[config.mk]
export PLATFORM = sky130hd
export DESIGN_NAME = lgge_row_unit
export DESIGN_NICKNAME = d
export VERILOG_FILES = /design/src/design/lgge_pkg.sv /design/src/design/lgge_row_unit.sv
export SDC_FILE = /design/constraint.sdc
export NUM_CORES = 1
export LEC_CHECK = 0
export ABC_CLOCK_PERIOD_IN_PS = 4600
export BUFFER_PORTS_ARGS = -buffer_cell sky130_fd_sc_hd__buf_4
export CORE_AREA = 3 3 186 188
export DETAILED_ROUTE_END_ITERATION = 12
export DIE_AREA = 0 0 189 191
export SLEW_MARGIN = 20
export SYNTH_ARGS = -nofsm -noshare
export SYNTH_HDL_FRONTEND = slang
export SYNTH_SLANG_ARGS = --single-unit
[constraint.sdc]
create_clock -name vclk -period 4.6
set_clock_uncertainty 0.15 [all_clocks]
set_input_delay 0.92 -clock vclk [all_inputs]
set_output_delay 0.92 -clock vclk [all_outputs]
set_load 0.02 [all_outputs]
[src/design/lgge_pkg.sv]
`default_nettype none

package lgge_pkg;

	// Request operation codes
	localparam logic [1:0] FUNC_WRITE   = 2'd0;
	localparam logic [1:0] FUNC_ADVANCE = 2'd1;
	localparam logic [1:0] FUNC_READ    = 2'd2;

	// Configuration register indexes
	localparam int CFG_IDX_W = 2;
	localparam int CFG_DATA_W = 7;
	localparam logic [CFG_IDX_W-1:0] CFG_ACTIVE_ROWS = 2'd0;
	localparam logic [CFG_IDX_W-1:0] CFG_ACTIVE_COLS = 2'd1;
	localparam logic [CFG_DATA_W-1:0] ACTIVE_ROWS_RESET = 7'd64;
	localparam logic [CFG_DATA_W-1:0] ACTIVE_COLS_RESET = 7'd64;

	// B3/S23 neighbor counts
	localparam logic [3:0] STAY_COUNT  = 4'd2;
	localparam logic [3:0] BIRTH_COUNT = 4'd3;

	typedef struct packed {
		logic [1:0] func;
		logic [5:0] row_index;
		logic [5:0] col_index;
		logic       cell_value;
	} req_t;

	typedef struct packed {
		logic cell_alive;
		logic coord_error;
	} rsp_t;

endpackage

`default_nettype wire

[src/design/lgge_row_unit.sv]
`default_nettype none

module lgge_row_unit #(
	parameter int COLS = 64
) (
	input  wire logic [COLS-1:0] above,
	input  wire logic [COLS-1:0] center,
	input  wire logic [COLS-1:0] below,
	input  wire logic [COLS-1:0] keep,
	input  wire logic [COLS-1:0] mask,
	output logic      [COLS-1:0] next_row
);
	import lgge_pkg::*;

	logic [COLS+1:0] above_p;
	logic [COLS+1:0] center_p;
	logic [COLS+1:0] below_p;

	// Pad one dead cell on each side: no wrap-around
	assign above_p  = {1'b0, above, 1'b0};
	assign center_p = {1'b0, center, 1'b0};
	assign below_p  = {1'b0, below, 1'b0};

	for (genvar c = 0; c < COLS; c++) begin : g_lane
		logic [3:0] count;
		logic       live;

		assign count = 4'(above_p[c]) + 4'(above_p[c+1]) + 4'(above_p[c+2])
			+ 4'(center_p[c]) + 4'(center_p[c+2])
			+ 4'(below_p[c]) + 4'(below_p[c+1]) + 4'(below_p[c+2]);
		assign live = (count == BIRTH_COUNT) || (center[c] && (count == STAY_COUNT));
		// Columns outside the active area hold their stored value
		assign next_row[c] = mask[c] ? live : keep[c];
	end

endmodule

`default_nettype wire
==> results.md <==
* Clkbuf count at 0
* Total I/O pin count at 384
* Final worst slack at -0.256 ns
* Die height at 191 µm
* Routed Antenna Nets at 0
* Tmin final at 4.86 ns
* Pre-Repair DR Iteration Count at 4
* Req. time, crit path at 3.53 ns
* Worst slew margin relative to its limit at 78.7%
* Num rows at 67
* Cell taking the most area after synthesis: fa_1
* Routed len/inst at 13.5 µm
* # nets final at 2617
* Worst VDD drop at 0.000120 V
* Dpl cell area at 16400 µm²
* Psw at 1.88 mW
* Fin. Hold Viols at 0
* Synthesized area at 11500 µm²
* PD cells at 206 nW/µm²
* Max-cap violations at 0
* Critical path's slowest cell: fa_1
* Vias in the first global route at 11200
* Final Wtd Congestion at 0.868
* Slew Viols, Final at 0
* Vias per cell at 4.50
* Post-route cell area at 18000 µm²
* Slew @ Worst Pin at 0.318 ns
* Worst setup EP type: primary output
* Most used cell, CP: fa_1
* All-Layer GR Usage at 16.9%
* Final Non-Filler Cells at 2305
* DIE AREA at 36100 µm²
* Final wirelength at 31200 µm
* Crit-path max cell delay at 0.56 ns
* Syn_area_per_cell at 8.58 µm²
* Dpl cells at 2298
* Pin count of the biggest net entering global routing at 4
* Seq cells at 0
* WP buf/inv at 4
* First-pass GRT wire length at 51700 µm
* Share of total power in combinational logic at 100.0%
* Tcrit/Tclk final at 106%
* Antenna violations before repair at 2
* Critical path launch point type: primary input
* Internal power at 1.83 mW
* PortBufs at 384
* Post-layout util at 54.0%
* Top delay family on crit path: adder cells
* Crit-path cells: buf_4 -> inv_2 -> fa_1 -> fa_1 -> fa_1 -> inv_2 -> ha_4 -> fa_1 -> o211ai_1 -> a21o_1 -> o22ai_4 -> buf_6
* DR iter-0 viols at 180
* Worst-path fanout max at 2
* GRT overflow at 0
* Setup TNS at -6.93 ns
* Hold path depth at 3
* Initial core utilization at 34.6%
* Arrival @ worst endpoint at 3.79 ns
* HP Class: primary input to primary output
* Worst Hold Path EP: next_row[20]
* Synthesized instance count at 1341
* Status: finished, violations left
* Setup violations, final at 61
* Failing checks: setup timing
* Top area cells in the synthesized netlist: fa_1 44%, ha_1 20%, inv_1 18%, o211ai_1 4.0%, a21oi_1 3.9%
* Layout cell share with drive strength beyond 1 at 47.7%
* Via Count at 10400
* Worst Min Path Start: mask[20]
* Tot Pwr at 3.70 mW
* Sequential fraction of the synthesis area at 0%
* Syn Nets at 2101
* Achievable frequency at 206 MHz
* YS warnings at 0
* Area Overhead vs Synth at 56.2%
* Synth top area share at 43.8%
* RSZ-0062 raised after global routing: yes
* Distinct cells, synth at 14
* Post-DP HPWL at 28600 µm
* Part of the power in registers at 0%
* FF+latch area at 0 µm²
* Die span in x at 189 µm
* Clk network pwr share at 0%
* Critical path type: primary input to primary output
* DRC violation count after routing at 0
* Leakage at 9.37 nW
* Placeable Area at 33300 µm²
* Net Sw Frac at 50.7%
-- worst max-delay path by stage --
stage | depth (start not counted) | to | start | slack, ns
after floorplan | 10 | next_row[11] | above[10] | -0.01
after global placement | 12 | next_row[53] | above[52] | -0.34
after detailed placement | 12 | next_row[12] | above[12] | -0.36
after CTS | 12 | next_row[5] | above[5] | -0.28
after global routing | 12 | next_row[11] | center[10] | -0.33
final | 12 | next_row[11] | center[10] | -0.26
-- cells in the final DEF, fill, tap and decap left out --
master and instances:
inv_2 70, buf_4 387, a21oi_2 40, nand2_1 17, fa_2 46, nor2_1 46, and2_4 20, buf_12 1
o22ai_1 1, a21oi_1 45, ha_1 127, o21ai_0 2, o22ai_2 45, o2111ai_1 2, ha_4 21, a21o_1 16
nor2b_1 1, inv_8 1, o22ai_4 16, inv_4 67, o211ai_1 62, diode_2 2, a21oi_4 5, inv_1 403
buf_6 86, a31oi_1 17, fa_1 206, and2_1 25, ha_2 40, buf_8 40
-- per-stage QoR --
| stage | setup WS [ns] | hold WS, ns |
|---|---|---|
| floorplan | -0.0105 | 1.76 |
| global placement | -0.343 | 1.98 |
| detailed placement | -0.364 | 1.99 |
| CTS | -0.275 | 1.97 |
| global route | -0.328 | 1.98 |
| finish | -0.256 | 1.97 |
-- tightest hold or removal path, stage by stage --
cell     delay, ns
buf_4         0.09
o22ai_2       0.06
buf_6         0.13
-- cells in the mapped netlist --
master,number
a21o_1,16
a21oi_1,90
a31oi_1,17
and2_1,45
fa_1,252
ha_1,188
inv_1,541
nand2_1,17
nor2_1,46
nor2b_1,1
o2111ai_1,2
o211ai_1,62
o21ai_0,2
o22ai_1,62
-- layout make-up --
type / instances / area (µm²)
Fill cell: 3047 / 15300
Multi-Input combinational cell: 800 / 10700
Timing Repair Buffer: 514 / 4490
Inverter: 541 / 2210
Tap cell: 448 / 561
Antenna cell: 2 / 5.00
-- power by group through the flow --
| stage | Sequential (mW) | Clock [mW] | Combinational [mW] |
|---|---|---|---|
| finish | 0 | 0.0000000582 | 3.70 |
| detailed placement | 0 | 0 | 3.23 |
| floorplan | 0 | 0 | 2.20 |
| global route | 0 | 0.0000000291 | 4.24 |
| CTS | 0 | 0 | 3.57 |
| global placement | 0 | 0 | 3.12 |
-- routing by layer --
metal,GRT usage (%),vias to the layer above,routed length (µm)
met2,31.2,277,15600
met3,2.51,18,2240
met5,0,-,0
met4,1.35,0,373
li1,-,5124,-
met1,21.9,4953,13000
-- what timing repair did --
action                                 CTS  global route
hold buffers                             0             0
pin swaps                              154           115
setup endpoints to repair               61            62
buffers inserted                         2             3
resized for setup                      402           173
endpoints found under the hold margin    0             0
-- kinds of logic after synthesis --
logic type | count (synthesis) | synth area share, %
compound gates | 251 | 13.5
fa+ha+maj | 440 | 64.3
buf+inv | 541 | 17.6
simple gates | 109 | 4.55
No activity file was read; power rests on OpenSTA's default activity.
