[config.mk]
export PLATFORM = sky130hd
export DESIGN_NAME = lgge_ram
export DESIGN_NICKNAME = d
export VERILOG_FILES = /design/src/design/lgge_ram.sv
export SDC_FILE = /design/constraint.sdc
export NUM_CORES = 1
export LEC_CHECK = 0
export BUFFER_PORTS_ARGS = -buffer_cell sky130_fd_sc_hd__buf_2
export CAP_MARGIN = 20
export CORE_ASPECT_RATIO = 0.9
export CORE_MARGIN = 3
export CORE_UTILIZATION = 35
export CTS_CLUSTER_SIZE = 10
export DETAILED_ROUTE_END_ITERATION = 7
export GPL_ROUTABILITY_DRIVEN = 0
export PLACE_DENSITY = 0.49
export RECOVER_POWER = 100
export REMOVE_ABC_BUFFERS = 1
export SYNTH_ARGS = -nofsm -noshare
export SYNTH_HDL_FRONTEND = slang
export SYNTH_SLANG_ARGS = --single-unit
[constraint.sdc]
create_clock -name clk -period 3.59 [get_ports clk]
set_input_delay 0 -clock clk [delete_from_list [all_inputs] [get_ports clk]]
set_output_delay 0 -clock clk [all_outputs]
set_load 0.01 [all_outputs]
[src/design/lgge_ram.sv]
`default_nettype none

module lgge_ram #(
	parameter int WIDTH = 8,
	parameter int DEPTH = 16,
	localparam int AW = (DEPTH > 1) ? $clog2(DEPTH) : 1
) (
	input  wire logic             clk,
	input  wire logic             wr_en,
	input  wire logic [AW-1:0]    wr_addr,
	input  wire logic [WIDTH-1:0] wr_data,
	input  wire logic             rd_en,
	input  wire logic [AW-1:0]    rd_addr,
	output logic      [WIDTH-1:0] rd_data
);

	logic [WIDTH-1:0] mem [DEPTH];
	logic [WIDTH-1:0] rd_data_q;

	always_ff @(posedge clk) begin
		if (wr_en) begin
			mem[wr_addr] <= wr_data;
		end
		if (rd_en) begin
			rd_data_q <= mem[rd_addr];
		end
	end

	assign rd_data = rd_data_q;

endmodule

`default_nettype wire

==> results.yml, run 1 <==
status:
  status: "complete, but fails checks"
  violations: "max-capacitance violations, max-slew violations"
routing:
  drt_first_pass_iters: 4
  wire_per_inst_um: 22.08
  via_per_inst: 4.973
  num_vias: 2407
  drc: 0
  postRouteAntennaNets: 0
  drt_iter0_markers: 192
  wl_mm: 10.69
final_layout:
  antenna_cells: 0
  nNetsFinal: 297
  layout-drive-gt1-share: 0.1890
  syn_to_final_growth_pct: 18.84
  nFillCells: 1239
  fin_cells: 484
  final_cell_area_um2: 6212
synth:
  syn_area_per_cell_um2: 22.83
  ys.warnings.count: 0
  ys_seq_area_frac: 0.7812
  syn_area_um2: 5228
  synth_cell_types: 18
  ys_ff_latch: 136
  synthCells: 229
timing:
  whs_ns: 0.1644
  worst_pin_slew_ns: 1.606
  slew_violations: 20
  rsz0062_at_grt: "false"
  min_period_ns: 2.252
  finalHoldViolCount: 0
  fin_worst_skew_ns: 0.01201
  fmax_mhz: 444.1
  finalSetupViolations: 0
  finalCritPeriodShare: 0.6272
  final.setup.tns_ns: 0
  max_slew_margin: -0.07093
floorplan:
  ios: 27
  initial_core_util: 0.3652
  die_width_um: 134.8
  num_rows: 41
  die_h_um: 121.9
  fp.coreArea_um2: 14310
  dieArea_um2: 16440
pwr:
  p_per_area_nw_per_um2: 602.0
  power_mw: 3.740
  p_int_mw: 3.006
  comb_power_share: 0.043
  p_seq_frac: 0.482
  pwr-share-clk: 0.475
  ir_drop_v: 0.0003261
  power_leakage_nw: 1.996
  swShare: 0.1960
  switchingPower_mw: 0.7331
critical_path:
  r2r_start: "mem[1][5]$_DFFE_PP_"
  required_ns: 3.73
  critPathSlowestCell: "clkbuf_1"
  startpoint_type: "input pin"
  slowest_delay_ns: 1.13
  crit_type: "in -> reg"
  cp_data_arrival_time_ns: 2.40
  cp_max_fo: 19
  cp_cell_sequence: "clkbuf_1 > buf_4 > mux4_1 > a22oi_1 > nand2_1"
  endpoint_kind: "flip-flop"
  cp-startpoint: "rd_addr[0]"
global_route:
  grt-busiest-layer: "met1"
  grt_start_max_net_pins: 33
  grt_pass1_wl_mm: 16.14
  grt_pass1_vias: 2536
  use_met1: 0.2111
  overflow: 0
  track_usage: 0.1413
  use_met2: 0.2006
  use_met3: 0.04872
  antenna_found_initial: 0
worst_hold_path:
  min_from: "wr_addr[0]"
  hp-class: "in -> reg"
clock_tree:
  htree_levels: 4
  post_cts_buffers: 0
  cts.clk_slew.worst_paths_ns: 0.06
  clockBufferDepth: 2
  cts_inserted_buffers: 17
  insertion_delay_ns: 0.41
  cts.sink_count: 136
  cts_tree: "done"
  cts_root_buffer: "clkbuf_16"
job:
  max_cap_viol_count: 1
place:
  place_area_um2: 5555
  numPlacedInstances: 443
  hpwl_mm: 6.661
  portBuffers: 26
==> path summary, 6_finish.rpt <==
check,endpoint,slack (ns),cells past startpoint
worst max-delay path,rd_data[0]$_DFFE_PP_,1.34,5
worst min-delay path,mem[12][3]$_DFFE_PP_,0.16,2
worst max register to register,rd_data[5]$_DFFE_PP_,2.11,3
worst min register to register,rd_data[5]$_DFFE_PP_,0.75,3
==> cells by family (layout without fill, tap and decap cells) <==
kind of cell           count (synthesis)  in the layout  share of synthesized area
buffers and inverters                 10             72                    0.01651
AOI/OAI and AO/OA                     16             16                    0.02298
and+or+nand+nor                       35             35                    0.03136
muxes                                 32             32                     0.1479
DFF                                  136            136                     0.7812
==> layer usage <==
layer | up-vias | wire length (um)
met3 | 2 | 680
met4 | 0 | 33
li1 | 1081 | -
met2 | 70 | 4857
met5 | - | 0
met1 | 1254 | 5117
==> cell usage in the layout (no fill, tap or decap), drive strengths merged <==
cell,synthesis,routed
a22oi,16,16
and2,1,1
and2b,1,1
buf,7,7
bufinv,0,4
clkbuf,0,41
clkinv,0,9
clkinvlp,0,2
dlygate4sd3,0,9
edfxtp,136,136
mux4,32,32
nand2,9,9
nand2b,2,2
nand3,1,1
nand3b,2,2
nor2,13,13
nor2b,1,1
nor3,4,4
or3b,1,1
==> cell type report <==
type	instances	area, um^2	share of cell area
clock inverters	15	183.9	0.02961
multi-input cells	83	1057	0.1702
well taps	193	241.5	0.03887
repair buffers	40	220.2	0.03545
flip-flops and latches	136	4084	0.6574
clock buffers	17	425.4	0.06848
==> registers in the layout (all words and copies together) (netlist names) <==
register	cells
rd_data	8
mem	128
==> critical path: cells and delay by family <==
| kind | cells | cell delay, ns |
|---|---|---|
| mux | 1 | 0.57 |
| simple gates | 1 | 0.07 |
| buf+inv | 2 | 1.51 |
| compound gates | 1 | 0.22 |
==> Yosys cell counts <==
cell	n	area, um^2
edfxtp_1	136	4084
mux4_2	18	405.4
a22oi_1	16	120.1
mux4_1	14	367.9
nor2_1	13	48.80
nand2_1	9	33.78
nor3_1	4	20.02
buf_2	3	15.01
buf_6	3	33.78
clkdlybuf4s25_2	3	30.03
nand2b_1	2	12.51
nand3b_1	2	15.01
and2_1	1	6.260
and2b_1	1	7.510
buf_4	1	7.510
nand3_1	1	5.000
nor2b_1	1	6.260
or3b_2	1	8.760
==> metrics by stage <==
stage	utilization	setup slack, ns
after global placement	0.3881	1.553
after floorplan	-	2.097
after global routing	0.4340	1.132
final	0.4340	1.338
after detailed placement	0.3881	1.566
after CTS	0.4370	1.999
==> timing repair <==
action                    in CTS  in global routing
gates resized for setup        0                  0
hold endpoints to repair     136                  0
hold buffers                   9                  0
==> power by group through the flow <==
stage                     Clock (mW)  Combinational [mW]  Sequential [mW]
after detailed placement           0               0.163             1.83
after CTS                       1.81               0.170             1.80
after global routing            1.89               0.177             1.80
final                           1.78               0.162             1.80
after global placement             0               0.160             1.83
after floorplan                    0              0.0713             1.83
(Power assumes the default switching activity.)
==> inputs of run 2 (changes only) <==
==> constraint.sdc (replaced) <==
create_clock -name clk -period 2.1 [get_ports clk]
set_input_delay 0 -clock clk [delete_from_list [all_inputs] [get_ports clk]]
set_output_delay 0 -clock clk [all_outputs]
set_load 0.01 [all_outputs]
==> run 2 against run 1 <==
- the run now ends clean
- power is 63% higher
- clock skew is 0.0052 ns lower
- clock power is 54% higher
- final cell count is 2.9% higher
- critical path type is now reg -> reg
- critical endpoint unchanged
- largest cell class unchanged
==> results.yml, run 2 (same netlist as run 1, synthesis figures left out) <==
critical_path:
  critPathSlowestCell: "mux4_1"
  critPathTopFamily: "multiplexers"
  rrSetupSlack_ns: 0.61
  startpoint_type: "flip-flop"
  cp_num_buf_inv: 0
  cp_data_arrival_time_ns: 1.65
  worstRegToRegCells: 3
  cp_max_fo: 1
  endpoint_kind: "flip-flop"
  crit_type: "reg -> reg"
  slowest_delay_ns: 0.55
  required_ns: 2.26
  cp_cell_sequence: "mux4_1 > a22oi_1 > nand2_1"
  r2r-end: "rd_data[0]$_DFFE_PP_"
  r2r_start: "mem[6][0]$_DFFE_PP_"
routing:
  postRouteAntennaNets: 0
  drc: 0
  wire_per_inst_um: 21.46
  drt_first_pass_iters: 4
  num_vias: 2528
  drt_iter0_markers: 226
  via_per_inst: 5.076
  wl_mm: 10.69
final_layout:
  syn_to_final_growth_pct: 19.12
  largest_reg_flops: 128
  final_cell_mix: "edfxtp_1, clkbuf_1, mux4_2"
  antenna_cells: 0
  final_cell_area_um2: 6227
  nNetsFinal: 311
  max_flop_register: "mem"
  layout-drive-gt1-share: 0.1770
  final_common_cell: "edfxtp_1"
  nFillCells: 1277
floorplan:
  die_h_um: 121.9
  ios: 27
  num_rows: 41
  die_width_um: 134.8
  fp.coreArea_um2: 14310
  initial_core_util: 0.3652
  dieArea_um2: 16440
timing:
  finalCritPeriodShare: 0.7079
  max_slew_margin: 0.4953
  fmax_mhz: 672.7
  fin_worst_skew_ns: 0.006820
  worst_pin_slew_ns: 0.7571
  final.setup.tns_ns: 0
  rsz0062_at_grt: "false"
  finalHoldViolCount: 0
  finalSetupViolations: 0
  slew_violations: 0
  min_period_ns: 1.487
global_route:
  antenna_found_initial: 0
  grt_start_max_net_pins: 30
  track_usage: 0.1385
  grt_pass1_vias: 2616
  grt_pass1_wl_mm: 15.95
  overflow: 0
place:
  place_area_um2: 5688
  hpwl_mm: 6.680
  portBuffers: 26
clock_tree:
  post_cts_buffers: 0
  insertion_delay_ns: 0.41
  cts.clk_slew.worst_paths_ns: 0.06
  ctsResizeCount: 0
  htree_levels: 4
  cts_inserted_buffers: 17
  cts_tree: "done"
  cts.sink_count: 136
  clockBufferDepth: 2
  cts_root_buffer: "clkbuf_16"
worst_hold_path:
  holdPathEnd: "mem[13][0]$_DFFE_PP_"
  hp-class: "in -> reg"
  min_from: "wr_data[0]"
  whs_path_depth: 1
pwr:
  power_leakage_nw: 2.001
  ir_drop_v: 0.0006804
  p_per_area_nw_per_um2: 980.1
status:
  status: "complete, no violations"
job:
  max_cap_viol_count: 0
-- run 2: cell types whose count changed in the layout (fill, tap and decap cells not counted), sizes merged --
cell	before	now
clkinvlp	2	1
bufinv	4	2
dlygate4sd3	9	8
clkbuf	41	57
buf	7	9
-- run 2: worst register-to-register path, cell delays in order, from the launching register on --
cell and delay (ns):
edfxtp_1 0.37, mux4_1 0.55, a22oi_1 0.24, nand2_1 0.08
-- run 2: worst max-delay path by stage --
| stage | from | to | slack [ns] | cells past startpoint |
|---|---|---|---|---|
| after floorplan | wr_addr[2] | mem[0][0]$_DFFE_PP_ | 0.61 | 2 |
| after global placement | rd_addr[0] | rd_data[0]$_DFFE_PP_ | 0.37 | 5 |
| after detailed placement | rd_addr[0] | rd_data[0]$_DFFE_PP_ | 0.37 | 5 |
| after CTS | mem[6][0]$_DFFE_PP_ | rd_data[0]$_DFFE_PP_ | 0.57 | 3 |
| after global routing | mem[6][0]$_DFFE_PP_ | rd_data[0]$_DFFE_PP_ | 0.55 | 3 |
| final | mem[6][0]$_DFFE_PP_ | rd_data[0]$_DFFE_PP_ | 0.61 | 3 |
-- run 2: area by class of cell --
class	instances	area, um^2	share of cell area
Clock buffer	20	436.7	0.07012
Clock inverter	12	108.9	0.01748
Multi-Input combinational cell	83	1057	0.1698
Sequential cell	136	4084	0.6558
Tap cell	193	241.5	0.03878
Timing Repair Buffer	54	299.0	0.04802
-- run 2: power by group --
group | switching (mW) | internal [mW]
Clock | 1.02 | 1.72
Sequential | 0.0166 | 3.06
Combinational | 0.167 | 0.119
-- run 2: metrics by stage --
step / setup WS (ns) / instances / power, mW / hold WS, ns / utilization
final: 0.6135 / 498 / 6.103 / 0.2110 / 0.4351
after global routing: 0.5453 / 498 / 6.329 / 0.2294 / 0.4351
after floorplan: 0.6071 / 219 / 3.255 / 0.09887 / -
after global placement: 0.3729 / 458 / 3.420 / 0.3789 / 0.3974
after detailed placement: 0.3701 / 458 / 3.427 / 0.3812 / 0.3974
after CTS: 0.5691 / 498 / 6.192 / 0.01127 / 0.4411
-- run 2: repair_timing --
item | CTS | global route
hold buffers | 8 | 0
hold endpoints to repair | 120 | 0
setup endpoints to repair | 0 | 0
-- run 2: per-layer routing --
layer / GRT usage / up-vias / part of all wire
met1: 0.2007 / 1342 / 0.50
li1: - / 1112 / -
met2: 0.2009 / 62 / 0.45
met5: 0 / - / 0
met4: 0.05153 / 0 / 0.012
met3: 0.03881 / 12 / 0.044
==> inputs of run 3 (changes only) <==
--- a/config.mk
+++ b/config.mk
@@ -5,6 +5,7 @@
 export SDC_FILE = /design/constraint.sdc
 export NUM_CORES = 1
 export LEC_CHECK = 0
+export ABC_AREA = 1
 export BUFFER_PORTS_ARGS = -buffer_cell sky130_fd_sc_hd__buf_2
 export CAP_MARGIN = 20
 export CORE_ASPECT_RATIO = 0.9
==> constraint.sdc (replaced) <==
create_clock -name clk -period 1.41 [get_ports clk]
set_input_delay 0 -clock clk [delete_from_list [all_inputs] [get_ports clk]]
set_output_delay 0 -clock clk [all_outputs]
set_load 0.01 [all_outputs]
==> run 3 against run 2 <==
- cell area is 9.6% higher
- worst hold slack worse by 0.11 ns
- power is 59% higher
- sequential share of layout area is 5.7 points lower
- routed wire length is 33% higher
- synthesized area is 12% higher
- critical path type unchanged
- clock power is 66% higher
- critical path depth is 3 higher
- flip-flop and latch count stayed put
==> results.yml, run 3 <==
synth:
  synth_top_area_cell: "edfxtp_1"
  ys.warnings.count: 0
  synth_top_flop_cell: "edfxtp_1"
  synth_cell_types: 11
  synthCells: 551
  synth_most_common_cell: "nand2_1"
  synthXorXnorAreaFrac: 0
  synth_compound_area_frac: 0
  synth_top_area_share: 0.6985
  synth_adder_area_share: 0
  synth_top_family_by_area: "simple AND/OR/NAND/NOR gates"
  synth_edf_count: 136
  syn_area_per_cell_um2: 10.61
  synthMuxAreaShare: 0
  syn_area_um2: 5847
  ys_ff_latch: 136
  async_flop_share: 0
  synth-simple-area-share: 0.2076
  synth_area_leaders: "edfxtp_1, nand2_1, nand3_1"
  synth_common_cells: "nand2_1, edfxtp_1, inv_1"
  ys_seq_area_frac: 0.6985
clock_tree:
  cts.clk_slew.worst_paths_ns: 0.06
  postCtsHoldBufs: 1
  cts_root_buffer: "clkbuf_16"
  post_cts_buffers: 0
  clockBufferDepth: 2
  insertion_delay_ns: 0.42
  cts_inserted_buffers: 17
  ctsResizeCount: 0
  cts.sink_count: 136
  cts_tree: "done"
  htree_levels: 4
routing:
  drc: 0
  drt_iter0_markers: 328
  num_vias: 3870
  wire_per_inst_um: 17.40
  postRouteAntennaNets: 0
  via_per_inst: 4.725
  drt_first_pass_iters: 5
  wl_mm: 14.25
pwr:
  ir_drop_v: 0.0008177
  power_leakage_nw: 2.841
  p_per_area_nw_per_um2: 1423
floorplan:
  fp.coreArea_um2: 16240
  initial_core_util: 0.3600
  die_width_um: 142.2
  die_h_um: 128.6
  num_rows: 44
  dieArea_um2: 18290
  ios: 27
critical_path:
  required_ns: 1.58
  cp_max_fo: 1
  crit_type: "reg -> reg"
  startpoint_type: "flip-flop"
  cp_data_arrival_time_ns: 1.30
  endpoint_kind: "flip-flop"
timing:
  fin_worst_skew_ns: 0.007509
  rsz0062_at_grt: "false"
  finalSetupViolations: 0
  finalHoldViolCount: 0
  finalCritPeriodShare: 0.7990
  setup_ws_ns: 0.2833
  fmax_mhz: 887.6
  final.setup.tns_ns: 0
  min_period_ns: 1.127
  worst_pin_slew_ns: 0.9600
  max_slew_margin: 0.3600
  slew_violations: 0
final_layout:
  seq_area_um2: 4084
  largest_reg_flops: 128
  antenna_cells: 0
  syn_to_final_growth_pct: 16.71
  nFillCells: 1552
  nNetsFinal: 618
  final_common_cell: "nand2_1"
  multiInputGateArea_um2: 1214
  final_cell_mix: "nand2_1, edfxtp_1, inv_1"
  max_flop_register: "mem"
  layout-drive-gt1-share: 0.07190
place:
  pre_cts_slack_ns: 0.1478
  portBuffers: 26
  hpwl_mm: 9.075
worst_hold_path:
  hp-class: "in -> reg"
global_route:
  grt_pass1_wl_mm: 21.99
  grt_pass1_vias: 3701
  grt_start_max_net_pins: 34
  track_usage: 0.1638
  antenna_found_initial: 0
  overflow: 0
job:
  max_cap_viol_count: 0
status:
  status: "complete, no violations"
[run 3: cell count changes after synthesis, moves of 3 or more]
cell,previous run,this run
nand3_1,1,97
mux4_1,14,0
a22oi_1,16,0
nand2_1,9,173
buf_4,1,4
inv_1,0,100
mux4_2,18,0
nor2_1,13,17
buf_6,3,6
nor3_1,4,0
buf_2,3,13
clkdlybuf4s25_2,3,0
[run 3: worst paths after layout]
| check | end | slack (ns) | startpoint | depth (start not counted) |
|---|---|---|---|---|
| max | rd_data[1]$_DFFE_PP_ | 0.28 | mem[1][1]$_DFFE_PP_ | 6 |
| min | rd_data[5]$_DFFE_PP_ | 0.1 | rd_addr[3] | 4 |
| max reg2reg | rd_data[1]$_DFFE_PP_ | 0.28 | mem[1][1]$_DFFE_PP_ | 6 |
| min reg2reg | rd_data[5]$_DFFE_PP_ | 0.75 | mem[13][5]$_DFFE_PP_ | 6 |
[run 3: per-stage QoR]
step	util	cells	hold WS (ns)	area [um^2]	power, mW
after floorplan	-	527	0.09887	5680	4.914
after global placement	0.3873	786	0.3797	6290	5.249
after detailed placement	0.3873	786	0.3838	6290	5.252
after CTS	0.4256	819	0.003167	6912	9.831
after global routing	0.4202	819	0.1240	6824	10.06
final	0.4202	819	0.09744	6824	9.709
[run 3: cells by family after synthesis]
group,after synthesis
AND/OR/NAND/NOR,289
flip-flops,136
buffers and inverters,126
[run 3: report_power, final]
group	internal, mW	total, mW	switching (mW)
Combinational	0.154	0.560	0.406
Sequential	4.56	4.59	0.0292
Clock	2.94	4.56	1.62
[run 3: metal layers]
layer  global-route usage  up-vias  wire length (um)
met5                    0        -                 0
met4              0.05813        0               218
met3              0.03382       14               596
met2               0.2390      105              6362
met1               0.2428     1873              7073
li1                     -     1878                 -
[run 3: area by class of cell]
cell class | count | area share
clock buffers | 19 | 0.06344
inverters | 102 | 0.05611
flip-flops and latches | 136 | 0.5985
well taps | 207 | 0.03795
multi-input cells | 289 | 0.1779
repair buffers | 53 | 0.03997
clock inverters | 13 | 0.02622
[run 3: worst max-delay path, stage by stage (launching register included)]
cell and delay, ns:
edfxtp_1 0.37, inv_1 0.07, nand2_1 0.05, nand3_1 0.10
nand3_1 0.13, nand3_1 0.10, nand2_1 0.07
